`src/hdl/ab2lp_pkg.sv`:
```
// Shared types and constants for the Annex B to length-prefixed NAL converter.
package ab2lp_pkg;

  // Default width of the unit length counter.
  localparam int LENGTH_BITS_DEF = 32;

  // Width of the unit_length result field.
  localparam int LEN_W = 32;

  // Depth of the command queue between the front and back parts.
  localparam int CMD_DEPTH = 4;
  localparam int CMD_PTR_W = $clog2(CMD_DEPTH);
  localparam int CMD_CNT_W = $clog2(CMD_DEPTH + 1);

  // NAL unit types that mark a parameter set unit.
  localparam logic [6:0] TYPE_VPS = 7'h20;
  localparam logic [6:0] TYPE_SPS = 7'h21;
  localparam logic [6:0] TYPE_PPS = 7'h22;

  // Start code bytes and held zero count limit.
  localparam logic [7:0] BYTE_ZERO = 8'h00;
  localparam logic [7:0] BYTE_ONE  = 8'h01;
  localparam logic [1:0] ZEROS_MAX = 2'd2;

  // Result kinds.
  localparam logic KIND_PAYLOAD = 1'b0;
  localparam logic KIND_END     = 1'b1;

  // Destinations.
  localparam logic DEST_SAMPLE = 1'b0;
  localparam logic DEST_PARAM  = 1'b1;

  // Work for the back part caused by one input byte: first send zeros held
  // zeros, then the byte itself, then close the open unit.
  typedef struct packed {
    logic [1:0] zeros;
    logic       send;
    logic [7:0] data;
    logic       close;
  } cmd_t;

  // Destination of a unit given its first byte.
  function automatic logic dest_of(input logic [7:0] b);
    logic [6:0] t;
    t = b[7:1];
    if (t == TYPE_VPS || t == TYPE_SPS || t == TYPE_PPS) begin
      return DEST_PARAM;
    end
    return DEST_SAMPLE;
  endfunction

endpackage

```
`src/hdl/ab2lp_front.sv`:
```
// Front part: start code detection and per-byte command generation.
module ab2lp_front (
  input  logic             clk,
  input  logic             rst,
  input  logic             push,
  input  logic [7:0]       byte_in,
  input  logic             final_byte,
  input  logic             q_full,
  output logic             cmd_valid,
  output ab2lp_pkg::cmd_t  cmd
);
  import ab2lp_pkg::*;

  logic [1:0] zero_state;
  logic       seen_start;
  logic       stream_done;

  logic [1:0] zero_state_next;
  logic       seen_start_next;
  logic       stream_done_next;
  logic       accept;
  cmd_t       cmd_next;

  assign accept = push && !q_full;

  // Classify the byte and decide what the back part has to send.
  always_comb begin
    zero_state_next  = zero_state;
    seen_start_next  = seen_start;
    stream_done_next = stream_done;
    cmd_next.zeros   = 2'd0;
    cmd_next.send    = 1'b0;
    cmd_next.data    = byte_in;
    cmd_next.close   = 1'b0;
    if (!stream_done) begin
      if (final_byte) begin
        if (seen_start) begin
          cmd_next.zeros = zero_state;
          cmd_next.send  = 1'b1;
          cmd_next.close = 1'b1;
        end
        zero_state_next  = 2'd0;
        stream_done_next = 1'b1;
      end else if (byte_in == BYTE_ZERO) begin
        if (zero_state < ZEROS_MAX) begin
          zero_state_next = zero_state + 2'd1;
        end else if (seen_start) begin
          // The oldest held zero belongs to the open unit.
          cmd_next.zeros = 2'd1;
        end
      end else if (byte_in == BYTE_ONE && zero_state == ZEROS_MAX) begin
        cmd_next.close  = seen_start;
        seen_start_next = 1'b1;
        zero_state_next = 2'd0;
      end else begin
        if (seen_start) begin
          cmd_next.zeros = zero_state;
          cmd_next.send  = 1'b1;
        end
        zero_state_next = 2'd0;
      end
    end
  end

  // Only requests that cause work enter the queue.
  assign cmd       = cmd_next;
  assign cmd_valid = accept &&
                     (cmd_next.zeros != 2'd0 || cmd_next.send || cmd_next.close);

  always_ff @(posedge clk) begin
    if (rst) begin
      zero_state  <= 2'd0;
      seen_start  <= 1'b0;
      stream_done <= 1'b0;
    end else if (accept) begin
      zero_state  <= zero_state_next;
      seen_start  <= seen_start_next;
      stream_done <= stream_done_next;
    end
  end

endmodule

```
`src/hdl/ab2lp_cmd_fifo.sv`:
```
// Short command queue that decouples the front part from the back part.
module ab2lp_cmd_fifo (
  input  logic             clk,
  input  logic             rst,
  input  logic             wr_en,
  input  ab2lp_pkg::cmd_t  wr_data,
  output logic             full,
  input  logic             rd_en,
  output ab2lp_pkg::cmd_t  rd_data,
  output logic             empty
);
  import ab2lp_pkg::*;

  cmd_t                 slots [CMD_DEPTH];
  logic [CMD_PTR_W-1:0] wr_ptr;
  logic [CMD_PTR_W-1:0] rd_ptr;
  logic [CMD_CNT_W-1:0] count;
  logic                 do_wr;
  logic                 do_rd;

  assign full    = (count == CMD_CNT_W'(CMD_DEPTH));
  assign empty   = (count == '0);
  assign rd_data = slots[rd_ptr];
  assign do_wr   = wr_en && !full;
  assign do_rd   = rd_en && !empty;

  // Pointers and occupancy.
  always_ff @(posedge clk) begin
    if (rst) begin
      wr_ptr <= '0;
      rd_ptr <= '0;
      count  <= '0;
    end else begin
      if (do_wr) begin
        wr_ptr <= (wr_ptr == CMD_PTR_W'(CMD_DEPTH - 1)) ? '0 : wr_ptr + 1'b1;
      end
      if (do_rd) begin
        rd_ptr <= (rd_ptr == CMD_PTR_W'(CMD_DEPTH - 1)) ? '0 : rd_ptr + 1'b1;
      end
      if (do_wr && !do_rd) begin
        count <= count + 1'b1;
      end else if (do_rd && !do_wr) begin
        count <= count - 1'b1;
      end
    end
  end

  // Entry storage.
  always_ff @(posedge clk) begin
    if (do_wr) begin
      slots[wr_ptr] <= wr_data;
    end
  end

endmodule

```
`src/hdl/ab2lp_back.sv`:
```
// Back part: expands commands into payload and end-of-unit results.
module ab2lp_back #(
  parameter int LENGTH_BITS = ab2lp_pkg::LENGTH_BITS_DEF
) (
  input  logic                       clk,
  input  logic                       rst,
  input  logic                       head_valid,
  input  ab2lp_pkg::cmd_t            head,
  output logic                       deq,
  output logic                       empty,
  input  logic                       pop,
  output logic                       kind,
  output logic                       dest,
  output logic [7:0]                 data_byte,
  output logic                       unit_first,
  output logic [ab2lp_pkg::LEN_W-1:0] unit_length,
  output logic                       run_last
);
  import ab2lp_pkg::*;

  // Unit tracking.
  logic [LENGTH_BITS-1:0] unit_count;
  logic                   unit_dest;

  // Progress through the head command.
  logic [1:0] zeros_sent;
  logic       byte_sent;

  // Output register.
  logic out_valid;

  logic       out_free;
  logic       act_zero;
  logic       act_byte;
  logic       act_close;
  logic       cmd_last;
  logic       emit;
  logic [7:0] pay_byte;
  logic       pay_first;
  logic       pay_dest;

  assign out_free  = !out_valid || pop;
  assign act_zero  = head_valid && (zeros_sent < head.zeros);
  assign act_byte  = head_valid && !act_zero && head.send && !byte_sent;
  assign act_close = head_valid && !act_zero && !act_byte && head.close;
  assign pay_byte  = act_byte ? head.data : BYTE_ZERO;
  assign pay_first = (unit_count == '0);
  assign pay_dest  = pay_first ? dest_of(pay_byte) : unit_dest;

  // Decide whether the current step is the last one of the command.
  always_comb begin
    cmd_last = 1'b1;
    if (act_zero) begin
      cmd_last = (zeros_sent + 2'd1 == head.zeros) && !head.send && !head.close;
    end else if (act_byte) begin
      cmd_last = !head.close;
    end
  end

  assign emit  = act_zero || act_byte || (act_close && unit_count != '0);
  assign deq   = head_valid && out_free && cmd_last;
  assign empty = !out_valid;

  // Command stepping, unit state and control of the output register.
  always_ff @(posedge clk) begin
    if (rst) begin
      zeros_sent <= 2'd0;
      byte_sent  <= 1'b0;
      unit_count <= '0;
      unit_dest  <= DEST_SAMPLE;
      out_valid  <= 1'b0;
    end else if (out_free) begin
      out_valid <= emit;
      if (head_valid) begin
        if (cmd_last) begin
          zeros_sent <= 2'd0;
          byte_sent  <= 1'b0;
        end else if (act_zero) begin
          zeros_sent <= zeros_sent + 2'd1;
        end else begin
          byte_sent <= 1'b1;
        end
      end
      if (act_zero || act_byte) begin
        unit_dest <= pay_dest;
        if (unit_count != '1) begin
          unit_count <= unit_count + 1'b1;
        end
      end else if (act_close) begin
        unit_count <= '0;
        unit_dest  <= DEST_SAMPLE;
      end
    end
  end

  // Result payload.
  always_ff @(posedge clk) begin
    if (out_free && emit) begin
      run_last <= cmd_last;
      if (act_close) begin
        kind        <= KIND_END;
        dest        <= unit_dest;
        data_byte   <= BYTE_ZERO;
        unit_first  <= 1'b0;
        unit_length <= LEN_W'(unit_count);
      end else begin
        kind        <= KIND_PAYLOAD;
        dest        <= pay_dest;
        data_byte   <= pay_byte;
        unit_first  <= pay_first;
        unit_length <= '0;
      end
    end
  end

endmodule

```
`src/hdl/annexb_to_length_prefixed_nal_core.sv`:
```
// Annex B to length-prefixed NAL converter: top level.
// A byte's results pass through the command queue and output register.
// Throughput: one input byte per cycle while the queue has room; one result
// per cycle while popped, up to four for a byte that releases held zeros or
// closes a unit. A four-entry command queue lets input run ahead of results.
// Reset (rst, synchronous) clears the start code state, queue and results.
module annexb_to_length_prefixed_nal_core #(
  parameter int LENGTH_BITS = ab2lp_pkg::LENGTH_BITS_DEF
) (
  input  logic                        clk,
  input  logic                        rst,
  input  logic                        push,
  output logic                        full,
  input  logic [7:0]                  byte_in,
  input  logic                        final_byte,
  output logic                        empty,
  input  logic                        pop,
  output logic                        kind,
  output logic                        dest,
  output logic [7:0]                  data_byte,
  output logic                        unit_first,
  output logic [ab2lp_pkg::LEN_W-1:0] unit_length,
  output logic                        run_last
);
  import ab2lp_pkg::*;

  logic cmd_valid;
  cmd_t cmd;
  logic q_full;
  logic q_empty;
  cmd_t q_head;
  logic q_deq;

  assign full = q_full;

  // Start code detection.
  ab2lp_front u_front (
    .clk        (clk),
    .rst        (rst),
    .push       (push),
    .byte_in    (byte_in),
    .final_byte (final_byte),
    .q_full     (q_full),
    .cmd_valid  (cmd_valid),
    .cmd        (cmd)
  );

  // Command queue.
  ab2lp_cmd_fifo u_fifo (
    .clk     (clk),
    .rst     (rst),
    .wr_en   (cmd_valid),
    .wr_data (cmd),
    .full    (q_full),
    .rd_en   (q_deq),
    .rd_data (q_head),
    .empty   (q_empty)
  );

  // Result generation.
  ab2lp_back #(
    .LENGTH_BITS (LENGTH_BITS)
  ) u_back (
    .clk         (clk),
    .rst         (rst),
    .head_valid  (!q_empty),
    .head        (q_head),
    .deq         (q_deq),
    .empty       (empty),
    .pop         (pop),
    .kind        (kind),
    .dest        (dest),
    .data_byte   (data_byte),
    .unit_first  (unit_first),
    .unit_length (unit_length),
    .run_last    (run_last)
  );

endmodule
```
`config.mk`:
```
export PLATFORM = sky130hd
export DESIGN_NAME = annexb_to_length_prefixed_nal_core
export DESIGN_NICKNAME = d
export VERILOG_FILES = /design/src/hdl/ab2lp_pkg.sv /design/src/hdl/ab2lp_front.sv /design/src/hdl/ab2lp_cmd_fifo.sv /design/src/hdl/ab2lp_back.sv /design/src/hdl/annexb_to_length_prefixed_nal_core.sv
export SDC_FILE = /design/constraint.sdc
export NUM_CORES = 1
export LEC_CHECK = 0
export BUFFER_PORTS_ARGS = -buffer_cell sky130_fd_sc_hd__buf_4
export CAP_MARGIN = 0
export CORE_ASPECT_RATIO = 1.75
export CORE_UTILIZATION = 50
export CTS_BUF_LIST = sky130_fd_sc_hd__clkbuf_16
export DETAILED_ROUTE_END_ITERATION = 8
export GPL_TIMING_DRIVEN = 0
export PLACE_DENSITY = 0.69
export RECOVER_POWER = 25
export SETUP_SLACK_MARGIN = 0.2
export SYNTH_ARGS = -nofsm -noshare
export SYNTH_HDL_FRONTEND = slang
export SYNTH_HIERARCHICAL = 1
export SYNTH_SLANG_ARGS = --single-unit
```
`constraint.sdc`:
```
create_clock -name clk -period 11.49 [get_ports clk]
set_input_delay 1.7235 -clock clk [delete_from_list [all_inputs] [get_ports clk]]
set_output_delay 1.7235 -clock clk [all_outputs]
set_load 0.005 [all_outputs]
```
# Word-level counts from Yosys, hierarchy flattened
# Memories as Yosys holds them, arrays and structs flattened. A register that Yosys moved wholly into a read port is not among the register bits.
# Cells that the tools add are included.
[classes]
bitwise_logic = 5
reduce_logical = 51
eq_ne = 13
addsub = 7
order_cmp = 2
mux = 44
[op_table]
columns = ["operator", "count"]
rows = [
  ["2-to-1 mux 32 bit", 3],
  ["adder 32 x 1 -> 32 bit (second input constant)", 1],
  ["zero test 32 bit", 1],
  ["inequality test 32 bit (second input constant)", 1],
  ["nonzero test 32 bit", 1],
  ["2-to-1 mux 1 bit", 23],
  ["2-to-1 mux 2 bit", 11],
  ["equality test 7 x 6 -> 1 bit (second input constant)", 3],
  ["logical AND 1 bit", 19],
  ["2-to-1 mux 3 bit", 6],
  ["AND reduction 3 bit", 4],
  ["zero test 1 bit", 10],
  ["adder 2 x 1 -> 2 bit (second input constant)", 4],
  ["equality test 8 x 1 -> 1 bit (second input constant)", 1],
  ["zero test 8 bit", 1],
  ["2-to-1 mux 8 bit", 1],
  ["nonzero test 2 bit", 4],
  ["logical OR 1 bit", 7],
  ["equality test 2 bit (second input constant)", 3],
  ["inverter 1 bit", 5],
  ["AND reduction 5 bit", 1],
  ["inequality test 2 bit (second input constant)", 2],
  ["adder 3 x 1 -> 3 bit (second input constant)", 1],
  ["equality test 3 bit (second input constant)", 1],
  ["8 further kinds", 8],
]
[word_totals]
ram_bits = 48
ff_bits = 92
memories = 1
elab_cells = 141
[mem_list]
columns = ["name", "depth", "word_bits", "read_ports", "rd_ports_with_merged_regs", "write_ports", "line_no", "text"]
rows = [
  ["u_fifo.slots", 4, 12, 1, 1, 1, "ab2lp_cmd_fifo.sv:14", "cmd_t slots [CMD_DEPTH];"],
]

# Depth between registers and ports, before layout
[depth]
word_depth = 15
ltp_mapped = 15

# Modules after synthesis
# The synthesis kept the hierarchy.
[modules_own_cells]
columns = ["mod", "seq_area_each_um2", "area_each_um2", "cells_per_inst", "n_inst"]
rows = [
  ["ab2lp_back", 2062.0, 3789.9, 358, 1],
  ["ab2lp_cmd_fifo", 1621.6, 2218.4, 112, 1],
  ["ab2lp_front", 80.1, 410.4, 46, 1],
  ["annexb_to_length_prefixed_nal_core", 0.0, 3.8, 1, 1],
]

# Worst setup path before layout
# OpenSTA, ideal clock, no wires.
[synth_path]
kind = "input-to-reg"
startpoint = "in pop"
endpoint = "reg u_back.data_byte[0] (enable)"
arrival_ns = 5.476
stages = 4
slack_ns = 5.501
t_required_ns = 10.977
cell_sequence = "nand2b_1 -> nand2_1 -> nor2_1 -> a21boi_0"
[synth_via]
elab_chain_len = 2
[synth_lines]
columns = ["element", "line_no", "text"]
rows = [
  ["start: declaration", "annexb_to_length_prefixed_nal_core.sv:17", "input logic pop,"],
  ["logical OR 1 bit", "ab2lp_back.sv:42", "assign out_free = !out_valid || pop;"],
  ["logical AND 1 bit", "ab2lp_back.sv:98", "if (out_free && emit) begin"],
  ["end signal: assignment", "ab2lp_back.sv:109", "data_byte <= pay_byte;"],
  ["end: declaration", "ab2lp_back.sv:14", "output logic [7:0] data_byte,"],
]
# Every way passes these cells.
# A chain may end at the register's enable or synchronous reset.

# Worst setup path after layout
[layout_path]
startpoint = "in byte_in[5]"
endpoint = "reg u_fifo.count[2]"
[layout_via]
elab_chain_len = 14
[layout_lines]
columns = ["element", "line_no", "text"]
rows = [
  ["start: declaration", "annexb_to_length_prefixed_nal_core.sv:14", "input logic [7:0] byte_in,"],
  ["equality test 8 x 1 -> 1 bit", "ab2lp_front.sv:51", "end else if (byte_in == BYTE_ONE && zero_state == ZEROS_MAX) begin"],
  ["logical AND 1 bit", "ab2lp_front.sv:51", ""],
  ["2-to-1 mux 3 bit", "ab2lp_front.sv:51", ""],
  ["2-to-1 mux 2 bit", "ab2lp_front.sv:44", "end else if (byte_in == BYTE_ZERO) begin"],
  ["2-to-1 mux 3 bit", "ab2lp_front.sv:36", "if (final_byte) begin"],
  ["2-to-1 mux 3 bit", "ab2lp_front.sv:35", "if (!stream_done) begin"],
  ["nonzero test 2 bit", "ab2lp_front.sv:68", "(cmd_next.zeros != 2'd0 || cmd_next.send || cmd_next.close);"],
  ["logical OR 1 bit", "ab2lp_front.sv:68", ""],
  ["logical OR 1 bit (*)", "ab2lp_front.sv:68", ""],
  ["logical AND 1 bit (*)", "ab2lp_front.sv:67", "assign cmd_valid = accept &&"],
  ["via cmd_valid", "annexb_to_length_prefixed_nal_core.sv:27", "logic cmd_valid;"],
  ["logical AND 1 bit (*)", "ab2lp_cmd_fifo.sv:24", "assign do_wr = wr_en && !full;"],
  ["via u_fifo.do_wr", "ab2lp_cmd_fifo.sv:18", "logic do_wr;"],
  ["zero test 1 bit", "ab2lp_cmd_fifo.sv:42", "end else if (do_rd && !do_wr) begin"],
  ["logical AND 1 bit", "ab2lp_cmd_fifo.sv:42", ""],
  ["nonzero test 2 bit (no line)", "--", ""],
  ["end signal: assignment", "ab2lp_cmd_fifo.sv:41", "count <= count + 1'b1;"],
  ["end signal: assignment", "ab2lp_cmd_fifo.sv:43", "count <= count - 1'b1;"],
  ["end: declaration", "ab2lp_cmd_fifo.sv:17", "logic [CMD_CNT_W-1:0] count;"],
]
# Mark *: on every way through the listed nets, which the timed path passes. The rest lies on a longest branch.

==> impl_metrics.sql <==
INSERT INTO impl_metrics (metric_group, metric, value, unit) VALUES
('placed_design', 'place.port_buffers', '58', ''),
('floorplanning', 'die_area', '13300', 'µm²'),
('floorplanning', 'design.core.area', '12500', 'µm²'),
('route', 'route.detailed.drc', '0', ''),
('timing', 'rsz0062_at_grt', 'no', ''),
('power_and_ir_drop', 'power.static_leakage', '0.00282', 'µW'),
('synthesis', 'seq_area_frac_synth', '0.586', ''),
('synthesis', 'ys_warn_count', '6', ''),
('clocking', 'cts_htree_levels', '4', ''),
('worst_setup_path', 'worst_ep_required_time', '11.84', 'ns'),
('floorplanning', 'initial_cell_density_of_the_core', '0.514', ''),
('route', 'post_route_ant_nets', '0', ''),
('power_and_ir_drop', 'cellPowerDensity', '144', 'nW/µm²'),
('timing', 'period_minus_slack', '4.32', 'ns'),
('clocking', 'cts_post_setup_buffers_inserted', '0', ''),
('placed_design', 'gp_routability_congestion', '0.904', ''),
('timing', 'finalSetupViolations', '0', ''),
('final_layout', 'finish.instance_area', '7600', 'µm²'),
('worst_setup_path', 'crit_path_cell_trace', 'clkbuf_1 -> nor4_1 -> nand3b_2 -> o211a_1 -> inv_1 -> nor2_2 -> ha_1 -> inv_1 -> fa_1 -> xor2_1 -> or3_2 -> a21oi_1', ''),
('timing', 'setup_tns', '0', 'ns'),
('timing', 'worstMarginPinSlew', '1.24', 'ns'),
('global_route', 'number_of_global_route_vias_before_repair', '4377', ''),
('clocking', 'postCtsResizedCells', '0', ''),
('floorplanning', 'top_level_ports', '59', ''),
('timing', 'min_period_over_period', '0.376', ''),
('worst_setup_path', 'critPathBufInv', '3', ''),
('timing', 'report.final.slew_viol_count', '0', ''),
('clocking', 'cts_buf_count', '17', ''),
('global_route', 'grt_max_degree', '28', ''),
('route', 'post_drt_wl_per_cell', '17.3', 'µm'),
('clocking', 'cts_root_buf', 'clkbuf_16', ''),
('global_route', 'antenna_found_initial', '0', ''),
('final_layout', 'area_growth', '18.4', '%'),
('synthesis', 'synth.avg_cell_area', '12.4', 'µm²'),
('route', 'drt-pass1-iter-count', '4', ''),
('worst_setup_path', 'worst_ep_arrival_time', '4.67', 'ns'),
('clocking', 'tritoncts_num_sinks', '142', ''),
('clocking', 'clk_path_buf_depth', '2', ''),
('placed_design', 'placement.cell_area', '7110', 'µm²'),
('route', 'route.final.wire_length', '13.4', 'mm'),
('timing', 'maxSlewHeadroom', '0.166', ''),
('outcome', 'result_of_the_run', 'finished, final reports clean', ''),
('worst_setup_path', 'worstSetupStartpointType', 'input pin', ''),
('route', 'first_iter_violations', '212', ''),
('final_layout', 'post-route-util', '0.608', ''),
('route', 'vias', '4355', ''),
('timing', 'fmax', '231', 'MHz'),
('route', 'via_per_inst', '5.61', ''),
('floorplanning', 'row_count', '54', ''),
('synthesis', 'syn_area', '6420', 'µm²'),
('final_layout', 'final_net_count', '620', ''),
('power_and_ir_drop', 'peakVddDrop', '0.108', 'mV'),
('power_and_ir_drop', 'power.total', '1100', 'µW'),
('clocking', 'clk_transition_reported_paths', '0.07', 'ns'),
('floorplanning', 'floorplan.die.width', '87.7', 'µm'),
('synthesis', 'prevailing_post_synth_register_cell', 'edfxtp_1', ''),
('placed_design', 'dp.cells', '744', ''),
('global_route', 'global_route.overflow_total', '0', ''),
('clocking', 'tritoncts', 'done', ''),
('timing', 'hold_viol_final', '0', ''),
('min_path', 'min-delay-path-class', 'reg -> reg', ''),
('worst_setup_path', 'worstSetupPathType', 'in -> reg', ''),
('clocking', 'holdBufCountCts', '0', ''),
('global_route', 'grt_use_total', '0.216', ''),
('final_layout', 'diodes', '0', ''),
('worst_setup_path', 'critical_path.max_fanout', '8', ''),
('clocking', 'clk_latency', '0.42', 'ns'),
('global_route', 'global_route_wire_length_before_repair', '21.4', 'mm'),
('synthesis', 'count_of_flip_flops_with_a_built_in_enable_after_synthesis', '92', ''),
('worst_setup_path', 'path_common_cell', 'inv_1', ''),
('worst_setup_path', 'cp-end-kind', 'flip-flop', '');
[routing by layer]
metal,GRT usage,wire length (µm),up-vias
met3,0.0402,429,24
met1,0.205,4660,2113
met5,0,0,-
met2,0.417,7940,134
met4,0.115,400,0
li1,-,-,2084
[layout by cell type (no fill, tap or decap), types with 3 or more instances in the layout]
cell and instances:
inv_1 18, a31oi_1 4, and3_1 8, nand4_1 22
inv_8 6, o21ai_0 12, or4_1 3, nand2b_1 4
nor4b_1 3, nor4_1 10, nor2_1 38, a311oi_1 5
buf_6 4, mux2i_1 3, mux4_2 12, buf_4 33
nand2_1 22, and2_1 43, xor2_1 18, inv_6 5
clkbuf_1 28, edfxtp_1 92, clkbuf_16 17, nand3_1 17
ha_1 11, a41oi_1 3, dfxtp_1 50, clkinv_4 3
or3_1 3, clkbuf_4 17, nor3_1 13, buf_2 3
and3_2 4, a21oi_1 18
[registers in the layout, indices dropped and copies added, names as in the netlist, 2 cells and up, named ones only]
name,flops
u_fifo/wr_ptr,2
u_back/unit_length,32
u_fifo/slots,48
u_back/unit_count,32
u_front/zero_state,2
u_fifo/count,3
u_back/zeros_sent,2
u_fifo/rd_ptr,2
u_back/data_byte,8
[worst register-to-register path: stages, from the launching register on]
cell	delay [ns]
dfxtp_1	0.42
clkbuf_1	0.53
mux4_2	0.35
inv_1	0.05
ha_1	0.30
nor2b_1	0.20
o2111a_1	0.20
o21ai_0	0.19
and2_1	0.23
o31ai_2	0.11
ha_1	0.25
inv_1	0.06
fa_1	0.38
xor2_1	0.16
or3_2	0.41
a21oi_1	0.15
[through the flow]
stage / hold slack [ns] / setup WS [ns]
final: 0.474 / 7.17
after global routing: 0.494 / 7.04
after CTS: 0.466 / 7.38
after detailed placement: 0.456 / 7.28
after global placement: 0.445 / 4.08
after floorplan: 0.436 / 5.50
[final timing paths]
path	startpoint	to	slack (ns)	depth (start not counted)
max reg2reg	flip-flop	u_fifo/count[2]	7.44	15
min reg2reg	u_back/unit_dest	u_back/unit_dest	0.47	2
min	u_back/unit_dest	u_back/unit_dest	0.47	2
max	byte_in[5]	u_fifo/count[2]	7.17	12
[logic make-up after synthesis]
| group | after synthesis | share of synthesized area |
|---|---|---|
| adders and majority gates | 12 | 0.0245 |
| and+or+nand+nor | 218 | 0.207 |
| AOI/OAI and AO/OA | 62 | 0.0658 |
| DFF | 142 | 0.586 |
| buffers and inverters | 47 | 0.0395 |
| xor gates and xnor gates | 21 | 0.0308 |
| muxes | 15 | 0.0468 |
[cell usage after synthesis (3+ instances only)]
master     n  area [µm²]
o21ai_0   12        60.1
a311oi_1   5        43.8
buf_4     10        75.1
nand2_1   22        82.6
clkbuf_1   8        30.0
nor4b_1    3        26.3
nor3_1    13        65.1
nand2b_1   4        25.0
a21oi_1   18        90.1
buf_2      4        20.0
nor2_1    38         143
inv_1     18        67.6
nor4_1     9        56.3
a31oi_1    4        25.0
and2_1    43         269
nor4_4     3        63.8
ha_1      11         138
or3_1      3        18.8
nand4_1   22         138
xor2_1    18         158
and3_2     4        30.0
edfxtp_1  92        2760
mux2i_1    3        30.0
or4_1      3        22.5
a41oi_1    3        26.3
mux4_2    12         270
and3_1     8        50.1
buf_6      4        45.0
dfxtp_1   50        1000
nand3_1   17        85.1
[report_power, final]
group / switching, µW / internal (µW) / leakage (µW) / total (µW)
Sequential: 0.216 / 539 / 0.00132 / 539
Clock: 236 / 310 / 0.000295 / 546
Combinational: 8.33 / 4.22 / 0.00120 / 12.6
Total: 244 / 853 / 0.00282 / 1100
[cell type report]
type | count | area, µm²
Buffer | 28 | 146
Clock buffer | 17 | 425
Clock inverter | 15 | 164
Fill cell | 989 | 4900
Inverter | 19 | 76.3
Multi-Input combinational cell | 328 | 2390
Sequential cell | 142 | 3760
Tap cell | 168 | 210
Timing Repair Buffer | 59 | 425
Note: power is estimated with default switching activity, not from simulation.
